$ cat src/rtl/atapio_pkg.sv
`timescale 1ns / 1ps
// ---------------------------------------------------------------------------
// atapio_pkg
// Shared types, register defaults and codes for the ATA PIO read sequencer.
// ---------------------------------------------------------------------------
package atapio_pkg;

    // widths fixed by the bus and the task file
    localparam int ADDR_W   = 16;
    localparam int DATA_W   = 16;
    localparam int LBA_W    = 48;
    localparam int CNT_W    = 16;
    localparam int POS_W    = 23;
    localparam int LBA28_W  = 28;
    localparam int CFG_IDX_W = 3;

    // defaults for top level parameters
    localparam int DELAY_READS_DEF = 4;
    localparam int QUEUE_DEPTH_DEF = 4;

    // configuration register indexes
    localparam logic [CFG_IDX_W-1:0] CFG_IDX_TF_BASE  = 3'd0;
    localparam logic [CFG_IDX_W-1:0] CFG_IDX_CB_BASE  = 3'd1;
    localparam logic [CFG_IDX_W-1:0] CFG_IDX_DRIVE    = 3'd2;
    localparam logic [CFG_IDX_W-1:0] CFG_IDX_DEV_SECT = 3'd3;
    localparam logic [CFG_IDX_W-1:0] CFG_IDX_WPS      = 3'd4;

    // register reset values
    localparam logic [ADDR_W-1:0] TF_BASE_RST  = 16'h01F0;
    localparam logic [ADDR_W-1:0] CB_BASE_RST  = 16'h03F6;
    localparam logic [LBA_W-1:0]  DEV_SECT_RST = '0;
    localparam logic [15:0]       WPS_RST      = 16'd256;

    // result kinds
    localparam logic [1:0] KIND_WRITE = 2'd0;
    localparam logic [1:0] KIND_READ  = 2'd1;
    localparam logic [1:0] KIND_WORD  = 2'd2;
    localparam logic [1:0] KIND_DONE  = 2'd3;

    // completion codes
    localparam logic [2:0] OUT_OK        = 3'd0;
    localparam logic [2:0] OUT_LBA_LIMIT = 3'd1;
    localparam logic [2:0] OUT_COUNT     = 3'd2;
    localparam logic [2:0] OUT_DEVICE    = 3'd3;
    localparam logic [2:0] OUT_DEV_ERR   = 3'd4;

    // task file register offsets
    localparam logic [ADDR_W-1:0] TF_DATA    = 16'd0;
    localparam logic [ADDR_W-1:0] TF_COUNT   = 16'd2;
    localparam logic [ADDR_W-1:0] TF_LBA_LO  = 16'd3;
    localparam logic [ADDR_W-1:0] TF_LBA_MID = 16'd4;
    localparam logic [ADDR_W-1:0] TF_LBA_HI  = 16'd5;
    localparam logic [ADDR_W-1:0] TF_DRIVE   = 16'd6;
    localparam logic [ADDR_W-1:0] TF_CMD     = 16'd7;

    localparam logic [7:0] DEV_HEAD_BASE = 8'hE0;
    localparam logic [7:0] CMD_READ_SECT = 8'h20;
    localparam logic [7:0] MAX_COUNT     = 8'hFF;
    localparam logic [LBA_W:0] LBA28_LIMIT = 49'(1) << LBA28_W;

    // status bits
    localparam int ST_BSY = 7;
    localparam int ST_DRQ = 3;
    localparam int ST_ERR = 0;

    // input channel codes
    localparam logic CMD_START = 1'b0;
    localparam logic CMD_RESP  = 1'b1;

    typedef struct packed {
        logic              cmd;
        logic [LBA_W-1:0]  start_lba;
        logic [CNT_W-1:0]  sector_total;
        logic [DATA_W-1:0] read_value;
    } in_item_t;

    typedef struct packed {
        logic [1:0]        kind;
        logic [ADDR_W-1:0] bus_address;
        logic [DATA_W-1:0] payload;
        logic [POS_W-1:0]  word_position;
        logic [2:0]        outcome;
        logic              final_res;
    } out_item_t;

    typedef struct packed {
        logic [ADDR_W-1:0] task_file_base;
        logic [ADDR_W-1:0] control_block_base;
        logic              drive_select;
        logic [LBA_W-1:0]  device_sectors;
        logic [15:0]       sector_words;
    } cfg_t;

    // work orders handed from the front to the back
    typedef enum logic [3:0] {
        JOB_DONE,
        JOB_START,
        JOB_DELAY,
        JOB_TASK,
        JOB_STAT,
        JOB_DATA,
        JOB_WORD_DATA,
        JOB_WORD_STAT,
        JOB_WORD_DONE
    } job_op_t;

    typedef struct packed {
        job_op_t            op;
        logic [2:0]         outcome;
        logic [7:0]         count;
        logic [LBA28_W-1:0] lba;
        logic [DATA_W-1:0]  value;
        logic [POS_W-1:0]   position;
    } job_t;

endpackage

$ cat src/rtl/ata_pio_read_sequencer_top.sv
`timescale 1ns / 1ps
// the path of a taken word: job queue, then the back end's current job register, then the
// output register, from which its first result shows on m_
// throughput: one word taken per cycle while the job queue has room; one result per cycle
// out while the receiver is ready; a word causes 0 to 6 results
// reset: synchronous active low; clears transfer state, queue and output valid, and
// loads the register defaults; no clearing pass
// ---------------------------------------------------------------------------
// ata_pio_read_sequencer_top
// ATA PIO READ SECTORS sequencer with 28-bit LBA: front checks and steps the
// transfer, a job queue decouples it from the back end that emits results.
// ---------------------------------------------------------------------------
module ata_pio_read_sequencer_top #(
    parameter int DELAY_READS = atapio_pkg::DELAY_READS_DEF,
    parameter int QUEUE_DEPTH = atapio_pkg::QUEUE_DEPTH_DEF
) (
    input  logic                                aclk,
    input  logic                                aresetn,
    input  logic                                cfg_wr_en,
    input  logic [atapio_pkg::CFG_IDX_W-1:0]    cfg_index,
    input  logic [atapio_pkg::LBA_W-1:0]        cfg_wdata,
    input  logic                                s_valid,
    output logic                                s_ready,
    input  atapio_pkg::in_item_t                s_data,
    output logic                                m_valid,
    input  logic                                m_ready,
    output atapio_pkg::out_item_t               m_data
);

    atapio_pkg::cfg_t cfg_reg, cfg_next;
    atapio_pkg::job_t push_job;
    atapio_pkg::job_t head_job;
    logic             job_push;
    logic             q_pop;
    logic             q_empty;
    logic             q_full;
    logic             take;

    always_comb begin
        cfg_next = cfg_reg;
        if (cfg_wr_en) begin
            case (cfg_index)
                atapio_pkg::CFG_IDX_TF_BASE:  cfg_next.task_file_base     = cfg_wdata[15:0];
                atapio_pkg::CFG_IDX_CB_BASE:  cfg_next.control_block_base = cfg_wdata[15:0];
                atapio_pkg::CFG_IDX_DRIVE:    cfg_next.drive_select       = cfg_wdata[0];
                atapio_pkg::CFG_IDX_DEV_SECT: cfg_next.device_sectors     = cfg_wdata;
                atapio_pkg::CFG_IDX_WPS:      cfg_next.sector_words       = cfg_wdata[15:0];
                default:                      cfg_next = cfg_reg;
            endcase
        end
    end

    always_ff @(posedge aclk) begin
        if (!aresetn) begin
            cfg_reg.task_file_base     <= atapio_pkg::TF_BASE_RST;
            cfg_reg.control_block_base <= atapio_pkg::CB_BASE_RST;
            cfg_reg.drive_select       <= 1'b0;
            cfg_reg.device_sectors     <= atapio_pkg::DEV_SECT_RST;
            cfg_reg.sector_words       <= atapio_pkg::WPS_RST;
        end else begin
            cfg_reg <= cfg_next;
        end
    end

    assign s_ready = !q_full;
    assign take    = s_valid && s_ready;

    atapio_front #(
        .DELAY_READS (DELAY_READS)
    ) u_front (
        .aclk     (aclk),
        .aresetn  (aresetn),
        .cfg      (cfg_reg),
        .take     (take),
        .item     (s_data),
        .job_push (job_push),
        .job      (push_job)
    );

    atapio_fifo #(
        .DEPTH (QUEUE_DEPTH)
    ) u_fifo (
        .aclk     (aclk),
        .aresetn  (aresetn),
        .push     (job_push),
        .push_job (push_job),
        .pop      (q_pop),
        .head_job (head_job),
        .empty    (q_empty),
        .full     (q_full)
    );

    atapio_back u_back (
        .aclk     (aclk),
        .aresetn  (aresetn),
        .cfg      (cfg_reg),
        .head_job (head_job),
        .q_empty  (q_empty),
        .q_pop    (q_pop),
        .m_valid  (m_valid),
        .m_ready  (m_ready),
        .m_data   (m_data)
    );

    // a completion always closes the results of its word
    assert property (@(posedge aclk) disable iff (!aresetn)
        (m_valid && m_data.kind == atapio_pkg::KIND_DONE) |-> m_data.final_res)
        else $error("done result without final mark");

    // a delivered data word is always followed by another result of the same word
    assert property (@(posedge aclk) disable iff (!aresetn)
        (m_valid && m_data.kind == atapio_pkg::KIND_WORD) |-> !m_data.final_res)
        else $error("data word marked final");

    // nothing is popped from an empty queue
    assert property (@(posedge aclk) disable iff (!aresetn)
        q_pop |-> !q_empty)
        else $error("job queue underflow");

    // output stage is empty right after reset
    assert property (@(posedge aclk) !aresetn |=> !m_valid)
        else $error("output valid after reset");

endmodule

$ cat src/rtl/atapio_fifo.sv
`timescale 1ns / 1ps
// ---------------------------------------------------------------------------
// atapio_fifo
// Short job queue between the classifying front and the result back end.
// ---------------------------------------------------------------------------
module atapio_fifo #(
    parameter int DEPTH = atapio_pkg::QUEUE_DEPTH_DEF
) (
    input  logic              aclk,
    input  logic              aresetn,
    input  logic              push,
    input  atapio_pkg::job_t  push_job,
    input  logic              pop,
    output atapio_pkg::job_t  head_job,
    output logic              empty,
    output logic              full
);

    localparam int PTR_W = (DEPTH > 1) ? $clog2(DEPTH) : 1;
    localparam int CNT_W = $clog2(DEPTH + 1);
    localparam logic [PTR_W-1:0] PTR_LAST = PTR_W'(DEPTH - 1);

    atapio_pkg::job_t mem_reg [DEPTH];

    logic [PTR_W-1:0] wr_ptr_reg, wr_ptr_next;
    logic [PTR_W-1:0] rd_ptr_reg, rd_ptr_next;
    logic [CNT_W-1:0] count_reg, count_next;

    assign empty    = (count_reg == '0);
    assign full     = (count_reg == CNT_W'(DEPTH));
    assign head_job = mem_reg[rd_ptr_reg];

    always_comb begin
        wr_ptr_next = wr_ptr_reg;
        rd_ptr_next = rd_ptr_reg;
        count_next  = count_reg;
        if (push) begin
            wr_ptr_next = (wr_ptr_reg == PTR_LAST) ? '0 : wr_ptr_reg + 1'b1;
        end
        if (pop) begin
            rd_ptr_next = (rd_ptr_reg == PTR_LAST) ? '0 : rd_ptr_reg + 1'b1;
        end
        if (push && !pop) begin
            count_next = count_reg + 1'b1;
        end else if (pop && !push) begin
            count_next = count_reg - 1'b1;
        end
    end

    always_ff @(posedge aclk) begin
        if (!aresetn) begin
            wr_ptr_reg <= '0;
            rd_ptr_reg <= '0;
            count_reg  <= '0;
        end else begin
            wr_ptr_reg <= wr_ptr_next;
            rd_ptr_reg <= rd_ptr_next;
            count_reg  <= count_next;
        end
    end

    always_ff @(posedge aclk) begin
        if (push) begin
            mem_reg[wr_ptr_reg] <= push_job;
        end
    end

endmodule

$ cat src/rtl/atapio_front.sv
`timescale 1ns / 1ps
// ---------------------------------------------------------------------------
// atapio_front
// Takes requests and bus responses, checks them, steps the transfer state
// and queues one job per word that needs results.
// ---------------------------------------------------------------------------
module atapio_front #(
    parameter int DELAY_READS = atapio_pkg::DELAY_READS_DEF
) (
    input  logic                 aclk,
    input  logic                 aresetn,
    input  atapio_pkg::cfg_t     cfg,
    input  logic                 take,
    input  atapio_pkg::in_item_t item,
    output logic                 job_push,
    output atapio_pkg::job_t     job
);

    localparam int DLY_W = $clog2(DELAY_READS + 1);
    localparam logic [DLY_W-1:0] DLY_LOAD = DLY_W'(DELAY_READS - 1);

    typedef enum logic [1:0] {
        PH_IDLE,
        PH_DELAY,
        PH_POLL,
        PH_DATA
    } phase_t;

    phase_t                         phase_reg, phase_next;
    logic [DLY_W-1:0]               delay_left_reg, delay_left_next;
    logic [atapio_pkg::LBA28_W-1:0] lba_reg, lba_next;
    logic [7:0]                     sectors_left_reg, sectors_left_next;
    logic [15:0]                    words_left_reg, words_left_next;
    logic [atapio_pkg::POS_W-1:0]   position_reg, position_next;

    logic [atapio_pkg::LBA_W:0]     span;
    logic [7:0]                     status;
    logic [15:0]                    words_dec;
    logic [7:0]                     sectors_dec;

    assign span        = {1'b0, item.start_lba} + (atapio_pkg::LBA_W + 1)'(item.sector_total);
    assign status      = item.read_value[7:0];
    assign words_dec   = words_left_reg - 1'b1;
    assign sectors_dec = sectors_left_reg - 1'b1;

    always_comb begin
        phase_next        = phase_reg;
        delay_left_next   = delay_left_reg;
        lba_next          = lba_reg;
        sectors_left_next = sectors_left_reg;
        words_left_next   = words_left_reg;
        position_next     = position_reg;
        job_push          = 1'b0;
        job.op            = atapio_pkg::JOB_DONE;
        job.outcome       = atapio_pkg::OUT_OK;
        job.count         = sectors_left_reg;
        job.lba           = lba_reg;
        job.value         = item.read_value;
        job.position      = position_reg;

        if (take) begin
            if (item.cmd == atapio_pkg::CMD_START) begin
                if (phase_reg == PH_IDLE) begin
                    job_push = 1'b1;
                    if (span > atapio_pkg::LBA28_LIMIT) begin
                        job.outcome = atapio_pkg::OUT_LBA_LIMIT;
                    end else if (item.sector_total > 16'(atapio_pkg::MAX_COUNT)) begin
                        job.outcome = atapio_pkg::OUT_COUNT;
                    end else if (span > {1'b0, cfg.device_sectors}) begin
                        job.outcome = atapio_pkg::OUT_DEVICE;
                    end else if (item.sector_total != '0) begin
                        job.op            = atapio_pkg::JOB_START;
                        job.lba           = item.start_lba[atapio_pkg::LBA28_W-1:0];
                        lba_next          = item.start_lba[atapio_pkg::LBA28_W-1:0];
                        sectors_left_next = item.sector_total[7:0];
                        position_next     = '0;
                        delay_left_next   = DLY_LOAD;
                        phase_next        = PH_DELAY;
                    end
                end
            end else begin
                case (phase_reg)
                    PH_DELAY: begin
                        job_push = 1'b1;
                        if (delay_left_reg != '0) begin
                            delay_left_next = delay_left_reg - 1'b1;
                            job.op          = atapio_pkg::JOB_DELAY;
                        end else begin
                            job.op     = atapio_pkg::JOB_TASK;
                            phase_next = PH_POLL;
                        end
                    end
                    PH_POLL: begin
                        job_push = 1'b1;
                        if (status[atapio_pkg::ST_BSY] ||
                            !(status[atapio_pkg::ST_DRQ] || status[atapio_pkg::ST_ERR])) begin
                            job.op = atapio_pkg::JOB_STAT;
                        end else if (status[atapio_pkg::ST_ERR]) begin
                            job.outcome = atapio_pkg::OUT_DEV_ERR;
                            phase_next  = PH_IDLE;
                        end else begin
                            // zero words per sector behaves as one
                            words_left_next = (cfg.sector_words != '0) ?
                                              cfg.sector_words : 16'd1;
                            job.op          = atapio_pkg::JOB_DATA;
                            phase_next      = PH_DATA;
                        end
                    end
                    PH_DATA: begin
                        job_push        = 1'b1;
                        position_next   = position_reg + 1'b1;
                        words_left_next = words_dec;
                        if (words_dec != '0) begin
                            job.op = atapio_pkg::JOB_WORD_DATA;
                        end else begin
                            sectors_left_next = sectors_dec;
                            if (sectors_dec != '0) begin
                                job.op     = atapio_pkg::JOB_WORD_STAT;
                                phase_next = PH_POLL;
                            end else begin
                                job.op     = atapio_pkg::JOB_WORD_DONE;
                                phase_next = PH_IDLE;
                            end
                        end
                    end
                    default: begin
                        job_push = 1'b0;
                    end
                endcase
            end
        end
    end

    always_ff @(posedge aclk) begin
        if (!aresetn) begin
            phase_reg        <= PH_IDLE;
            delay_left_reg   <= '0;
            lba_reg          <= '0;
            sectors_left_reg <= '0;
            words_left_reg   <= '0;
            position_reg     <= '0;
        end else begin
            phase_reg        <= phase_next;
            delay_left_reg   <= delay_left_next;
            lba_reg          <= lba_next;
            sectors_left_reg <= sectors_left_next;
            words_left_reg   <= words_left_next;
            position_reg     <= position_next;
        end
    end

endmodule

$ cat src/rtl/atapio_back.sv
`timescale 1ns / 1ps
// ---------------------------------------------------------------------------
// atapio_back
// Expands queued jobs into bus accesses, data words and completions, one
// result per cycle into the output register while that register is free.
// ---------------------------------------------------------------------------
module atapio_back (
    input  logic                  aclk,
    input  logic                  aresetn,
    input  atapio_pkg::cfg_t      cfg,
    input  atapio_pkg::job_t      head_job,
    input  logic                  q_empty,
    output logic                  q_pop,
    output logic                  m_valid,
    input  logic                  m_ready,
    output atapio_pkg::out_item_t m_data
);

    atapio_pkg::job_t      cur_reg, cur_next;
    logic                  cur_valid_reg, cur_valid_next;
    logic [2:0]            step_reg, step_next;
    logic                  m_valid_reg, m_valid_next;
    atapio_pkg::out_item_t m_data_reg, m_data_next;

    logic                  out_free;
    logic                  emit;
    logic                  last;
    logic [2:0]            last_step;
    atapio_pkg::out_item_t res;

    function automatic logic [2:0] job_last_step(atapio_pkg::job_op_t op);
        logic [2:0] s;
        case (op)
            atapio_pkg::JOB_START:     s = 3'd1;
            atapio_pkg::JOB_TASK:      s = 3'd5;
            atapio_pkg::JOB_WORD_DATA: s = 3'd1;
            atapio_pkg::JOB_WORD_STAT: s = 3'd1;
            atapio_pkg::JOB_WORD_DONE: s = 3'd1;
            default:                   s = 3'd0;
        endcase
        return s;
    endfunction

    assign out_free  = !m_valid_reg || m_ready;
    assign emit      = cur_valid_reg && out_free;
    assign last_step = job_last_step(cur_reg.op);
    assign last      = (step_reg == last_step);
    assign q_pop     = !q_empty && (!cur_valid_reg || (emit && last));

    always_comb begin
        res               = '0;
        res.final_res     = last;
        case (cur_reg.op)
            atapio_pkg::JOB_DONE: begin
                res.kind    = atapio_pkg::KIND_DONE;
                res.outcome = cur_reg.outcome;
            end
            atapio_pkg::JOB_START: begin
                if (step_reg == 3'd0) begin
                    res.kind        = atapio_pkg::KIND_WRITE;
                    res.bus_address = cfg.task_file_base + atapio_pkg::TF_DRIVE;
                    res.payload     = {8'h00, atapio_pkg::DEV_HEAD_BASE |
                                       {3'b000, cfg.drive_select, cur_reg.lba[27:24]}};
                end else begin
                    res.kind        = atapio_pkg::KIND_READ;
                    res.bus_address = cfg.control_block_base;
                end
            end
            atapio_pkg::JOB_DELAY: begin
                res.kind        = atapio_pkg::KIND_READ;
                res.bus_address = cfg.control_block_base;
            end
            atapio_pkg::JOB_TASK: begin
                res.kind = atapio_pkg::KIND_WRITE;
                case (step_reg)
                    3'd0: begin
                        res.bus_address = cfg.task_file_base + atapio_pkg::TF_COUNT;
                        res.payload     = {8'h00, cur_reg.count};
                    end
                    3'd1: begin
                        res.bus_address = cfg.task_file_base + atapio_pkg::TF_LBA_LO;
                        res.payload     = {8'h00, cur_reg.lba[7:0]};
                    end
                    3'd2: begin
                        res.bus_address = cfg.task_file_base + atapio_pkg::TF_LBA_MID;
                        res.payload     = {8'h00, cur_reg.lba[15:8]};
                    end
                    3'd3: begin
                        res.bus_address = cfg.task_file_base + atapio_pkg::TF_LBA_HI;
                        res.payload     = {8'h00, cur_reg.lba[23:16]};
                    end
                    3'd4: begin
                        res.bus_address = cfg.task_file_base + atapio_pkg::TF_CMD;
                        res.payload     = {8'h00, atapio_pkg::CMD_READ_SECT};
                    end
                    default: begin
                        // first status poll after the command
                        res.kind        = atapio_pkg::KIND_READ;
                        res.bus_address = cfg.task_file_base + atapio_pkg::TF_CMD;
                    end
                endcase
            end
            atapio_pkg::JOB_STAT: begin
                res.kind        = atapio_pkg::KIND_READ;
                res.bus_address = cfg.task_file_base + atapio_pkg::TF_CMD;
            end
            atapio_pkg::JOB_DATA: begin
                res.kind        = atapio_pkg::KIND_READ;
                res.bus_address = cfg.task_file_base + atapio_pkg::TF_DATA;
            end
            default: begin
                // word delivery followed by the next access or completion
                if (step_reg == 3'd0) begin
                    res.kind          = atapio_pkg::KIND_WORD;
                    res.payload       = cur_reg.value;
                    res.word_position = cur_reg.position;
                end else if (cur_reg.op == atapio_pkg::JOB_WORD_DATA) begin
                    res.kind        = atapio_pkg::KIND_READ;
                    res.bus_address = cfg.task_file_base + atapio_pkg::TF_DATA;
                end else if (cur_reg.op == atapio_pkg::JOB_WORD_STAT) begin
                    res.kind        = atapio_pkg::KIND_READ;
                    res.bus_address = cfg.task_file_base + atapio_pkg::TF_CMD;
                end else begin
                    res.kind    = atapio_pkg::KIND_DONE;
                    res.outcome = atapio_pkg::OUT_OK;
                end
            end
        endcase
    end

    always_comb begin
        cur_next       = cur_reg;
        cur_valid_next = cur_valid_reg;
        step_next      = step_reg;
        if (q_pop) begin
            cur_next       = head_job;
            cur_valid_next = 1'b1;
            step_next      = '0;
        end else if (emit && last) begin
            cur_valid_next = 1'b0;
        end else if (emit) begin
            step_next = step_reg + 1'b1;
        end

        m_data_next  = m_data_reg;
        m_valid_next = m_valid_reg;
        if (emit) begin
            m_data_next  = res;
            m_valid_next = 1'b1;
        end else if (m_ready) begin
            m_valid_next = 1'b0;
        end
    end

    always_ff @(posedge aclk) begin
        if (!aresetn) begin
            cur_valid_reg <= 1'b0;
            step_reg      <= '0;
            m_valid_reg   <= 1'b0;
        end else begin
            cur_valid_reg <= cur_valid_next;
            step_reg      <= step_next;
            m_valid_reg   <= m_valid_next;
        end
    end

    always_ff @(posedge aclk) begin
        cur_reg    <= cur_next;
        m_data_reg <= m_data_next;
    end

    assign m_valid = m_valid_reg;
    assign m_data  = m_data_reg;

endmodule

$ cat config.mk
export PLATFORM = sky130hd
export DESIGN_NAME = ata_pio_read_sequencer_top
export DESIGN_NICKNAME = d
export VERILOG_FILES = /design/src/rtl/atapio_pkg.sv /design/src/rtl/ata_pio_read_sequencer_top.sv /design/src/rtl/atapio_fifo.sv /design/src/rtl/atapio_front.sv /design/src/rtl/atapio_back.sv
export SDC_FILE = /design/constraint.sdc
export NUM_CORES = 1
export LEC_CHECK = 0
export ABC_AREA = 1
export BUFFER_PORTS_ARGS = -buffer_cell sky130_fd_sc_hd__buf_2
export CORE_MARGIN = 10
export CORE_UTILIZATION = 25
export DETAILED_ROUTE_END_ITERATION = 8
export HOLD_SLACK_MARGIN = 0.1
export SLEW_MARGIN = 5
export SYNTH_ARGS = -nofsm -noshare
export SYNTH_HDL_FRONTEND = slang
export SYNTH_SLANG_ARGS = --single-unit
$ cat constraint.sdc
create_clock -name aclk -period 10.5 [get_ports aclk]
set_input_delay 1.05 -clock aclk [delete_from_list [all_inputs] [get_ports aclk]]
set_output_delay 1.05 -clock aclk [all_outputs]
set_load 0.02 [all_outputs]
==> impl_metrics.yaml <==
layout:
  n_fill_cell: 13700
  stdcell_area_mm2: 0.0379
  largest_register_ffs: 328
  layout-drive-gt1-share: 0.0976
  fin_nets: 4114
  stdcell_count: 5695
  multi_input_area_mm2: 0.0123
  syn_to_final_growth_pct: 16.4
  regArea_mm2: 0.0179
grt:
  antenna_found_initial: 36
  grt_pass1_wl_um: 161000
  overflow: 0
  grt_start_max_net_pins: 95
  grt_pass1_vias: 25300
  grtUsageTotal: 0.143
timing:
  maxSlewViolCount: 0
  tns_ps: 0
  rsz0062_at_grt: "false"
  slew_headroom: 0.230
  fmax_mhz: 155
  whs_ps: 456
  period_share: 0.616
  clock_skew_ps: 40.8
  finalSetupViolCount: 0
  finalHoldViolations: 0
  finalCriticalPeriod_ps: 6470
  max_slew.worst_pin.slew_ps: 1150
place:
  post-dp-hpwl_um: 77800
  placed_cell_area_mm2: 0.0355
  gp_congestion: 0.948
  io_buffers: 199
  dp_cells: 5553
clock_tree:
  clk_latency_ps: 650
  cts_resized: 0
  cts_tree: "yes"
  cts-buffers-inserted: 71
  ctsHoldBuffers: 0
  cts_sinks: 660
  clkTransAtPathRegs_ps: 60
  cts-root-buf: "clkbuf_16"
  cts_setup_buffers: 0
  cts.path.max_buffers: 3
  cts_max_level: 3
route:
  via_per_inst: 4.69
  postRouteWirelength_um: 108000
  ant_nets: 0
  vias: 26700
  wl_per_cell_um: 19.0
  drt_pre_antenna_iters: 6
  drc: 0
  drt_iter0_markers: 2137
synth:
  netlist_area_mm2: 0.0326
  async_flop_share: 0
  synth_top_cell_by_area: "edfxtp_1"
  yosys-top-cells-area: "edfxtp_1 (43%), dfxtp_1 (12%), nand2_1 (7.7%)"
  synth_area_per_cell_um2: 8.74
  synth-edff-count: 471
  synth_cell_types: 54
  synth_nets: 3954
  yosys_warnings: 0
  synth_top_flop_cell: "edfxtp_1"
  ys_ff_latch: 660
  yosysSeqAreaShare: 0.551
  synth_top_area_frac: 0.434
  syn_inst: 3724
power_and_ir_drop:
  p_per_area_mw_per_mm2: 210
  vdd_drop_max_mv: 0.138
  p_leak_nw: 14.8
worst_hold_path:
  hold_path_class: "reg -> reg"
setup_path:
  cp-end-kind: "register"
  cp.arrival_ps: 6940
  reg2regPathDepth: 14
  r2r_slack_ps: 6120
  reg2reg_to: "u_fifo.mem_reg[3][56]"
  crit_fanout: 29
  worst_setup_path_start_kind: "input port"
  required_ps: 10970
  r2r-start: "cfg_reg[24]"
  critPathKind: "in -> reg"
  startpoint: "s_data[16]"
  cp-endpoint: "u_fifo.mem_reg[3][56]"
floorplanning:
  dieArea_mm2: 0.145
  fp.dieW_um: 381
  num_rows: 132
  start_util: 0.251
  core_mm2: 0.129
  io_pins: 200
  die_y_um: 381
job:
  cap_violations: 0
run_status:
  status: "finished clean"
placed cells by master (no fill, tap or decap), types with 19 or more instances in the layout:
master	instances
a21oi_1	203
a221oi_1	21
buf_2	198
buf_4	32
clkbuf_16	72
clkinv_1	19
dfxtp_1	187
edfxtp_1	471
ha_1	90
inv_1	469
nand2_1	670
nand3_1	181
nand4_1	74
nor2_1	512
nor3_1	39
nor4_1	19
o211ai_1	28
o21ai_0	346
o22ai_1	91
xor2_1	41
power by group:
group / leakage (nW) / internal, mW / switching [mW]
registers: 5.78 / 3.35 / 0.168
clock network: 1.16 / 1.47 / 1.09
logic: 7.87 / 0.494 / 1.40
synth_stat cells, types with 2 or more instances:
cell,n
nand2_1,670
nor2_1,521
edfxtp_1,471
inv_1,471
o21ai_0,346
a21oi_1,203
dfxtp_1,189
nand3_1,182
clkbuf_1,130
o22ai_1,91
ha_1,90
nand4_1,74
xor2_1,41
nor3_1,39
o211ai_1,28
a221oi_1,21
nor4_1,19
nand3b_1,14
inv_2,11
clkinv_1,10
o2111ai_1,10
xnor2_1,9
buf_2,7
a211oi_1,6
a31oi_1,6
nand2_2,6
or2_2,6
nor2_2,5
o221ai_1,5
buf_4,4
a21o_1,3
a22o_1,3
fa_1,3
nand3_2,3
nor3_2,3
and2_1,2
buf_6,2
o21a_1,2
o21bai_1,2
o31ai_1,2
stage by stage:
stage	power, mW	utilization	setup WS, ps
floorplan	4.72	-	3830
detailed placement	5.51	0.274	3580
finish	7.97	0.293	4030
global placement	5.48	0.274	3710
global route	8.38	0.293	3490
CTS	8.08	0.293	4210
logic make-up (layout without fill, tap and decap cells):
family | Yosys count | after routing | synth area share
simple gates | 1549 | 1549 | 0.199
compound gates | 737 | 737 | 0.126
flops | 660 | 660 | 0.551
buf+inv | 635 | 854 | 0.0744
fa+ha+maj | 93 | 93 | 0.0364
xor+xnor | 50 | 50 | 0.0135
other cells | 0 | 10 | 0
how the worst min path moves through the flow:
stage / startpoint / end / slack, ps / cells past startpoint
CTS: cfg_reg[16] / cfg_reg[16] / 460 / 2
global placement: cfg_reg[16] / cfg_reg[16] / 440 / 2
floorplan: cfg_reg[16] / cfg_reg[16] / 430 / 2
finish: cfg_reg[16] / cfg_reg[16] / 460 / 2
global route: cfg_reg[16] / cfg_reg[16] / 480 / 2
detailed placement: cfg_reg[16] / cfg_reg[16] / 450 / 2
worst max-delay path: stages:
cell and delay [ps]:
buf_2 120, ha_1 380, fa_1 500, nand2_1 100, nor2_1 50, nand2_1 70, nand3_2 140, nand2_1 110
nand2_1 110, nand2_1 110, nand2_1 100, nand2_1 70, nand2_1 50, nand2_1 150, inv_1 60, ha_1 290
nand4_1 180, nor4_1 310, nand3_1 100, nor4_1 220, nand3_1 170, nand2_1 220, inv_1 90, nor2_2 870
nand3_2 850, nand2_1 250, nand2_1 90, inv_1 110
metal layers:
| layer | vias to the layer above | track usage | wire (um) |
|---|---|---|---|
| met4 | 24 | 0.0415 | 2970 |
| li1 | 13000 | - | - |
| met1 | 12700 | 0.182 | 46300 |
| met5 | - | 0 | 138 |
| met3 | 198 | 0.0260 | 6960 |
| met2 | 865 | 0.245 | 51900 |
area by class of cell:
| class | count | area share |
|---|---|---|
| flip-flops and latches | 660 | 0.473 |
| multi-input cells | 2429 | 0.324 |
| well taps | 1742 | 0.0575 |
| clock buffers | 93 | 0.0507 |
| inverters | 492 | 0.0489 |
| repair buffers | 230 | 0.0325 |
| clock inverters | 39 | 0.0128 |
| diodes | 10 | 0.000660 |
(Power assumes the default switching activity.)
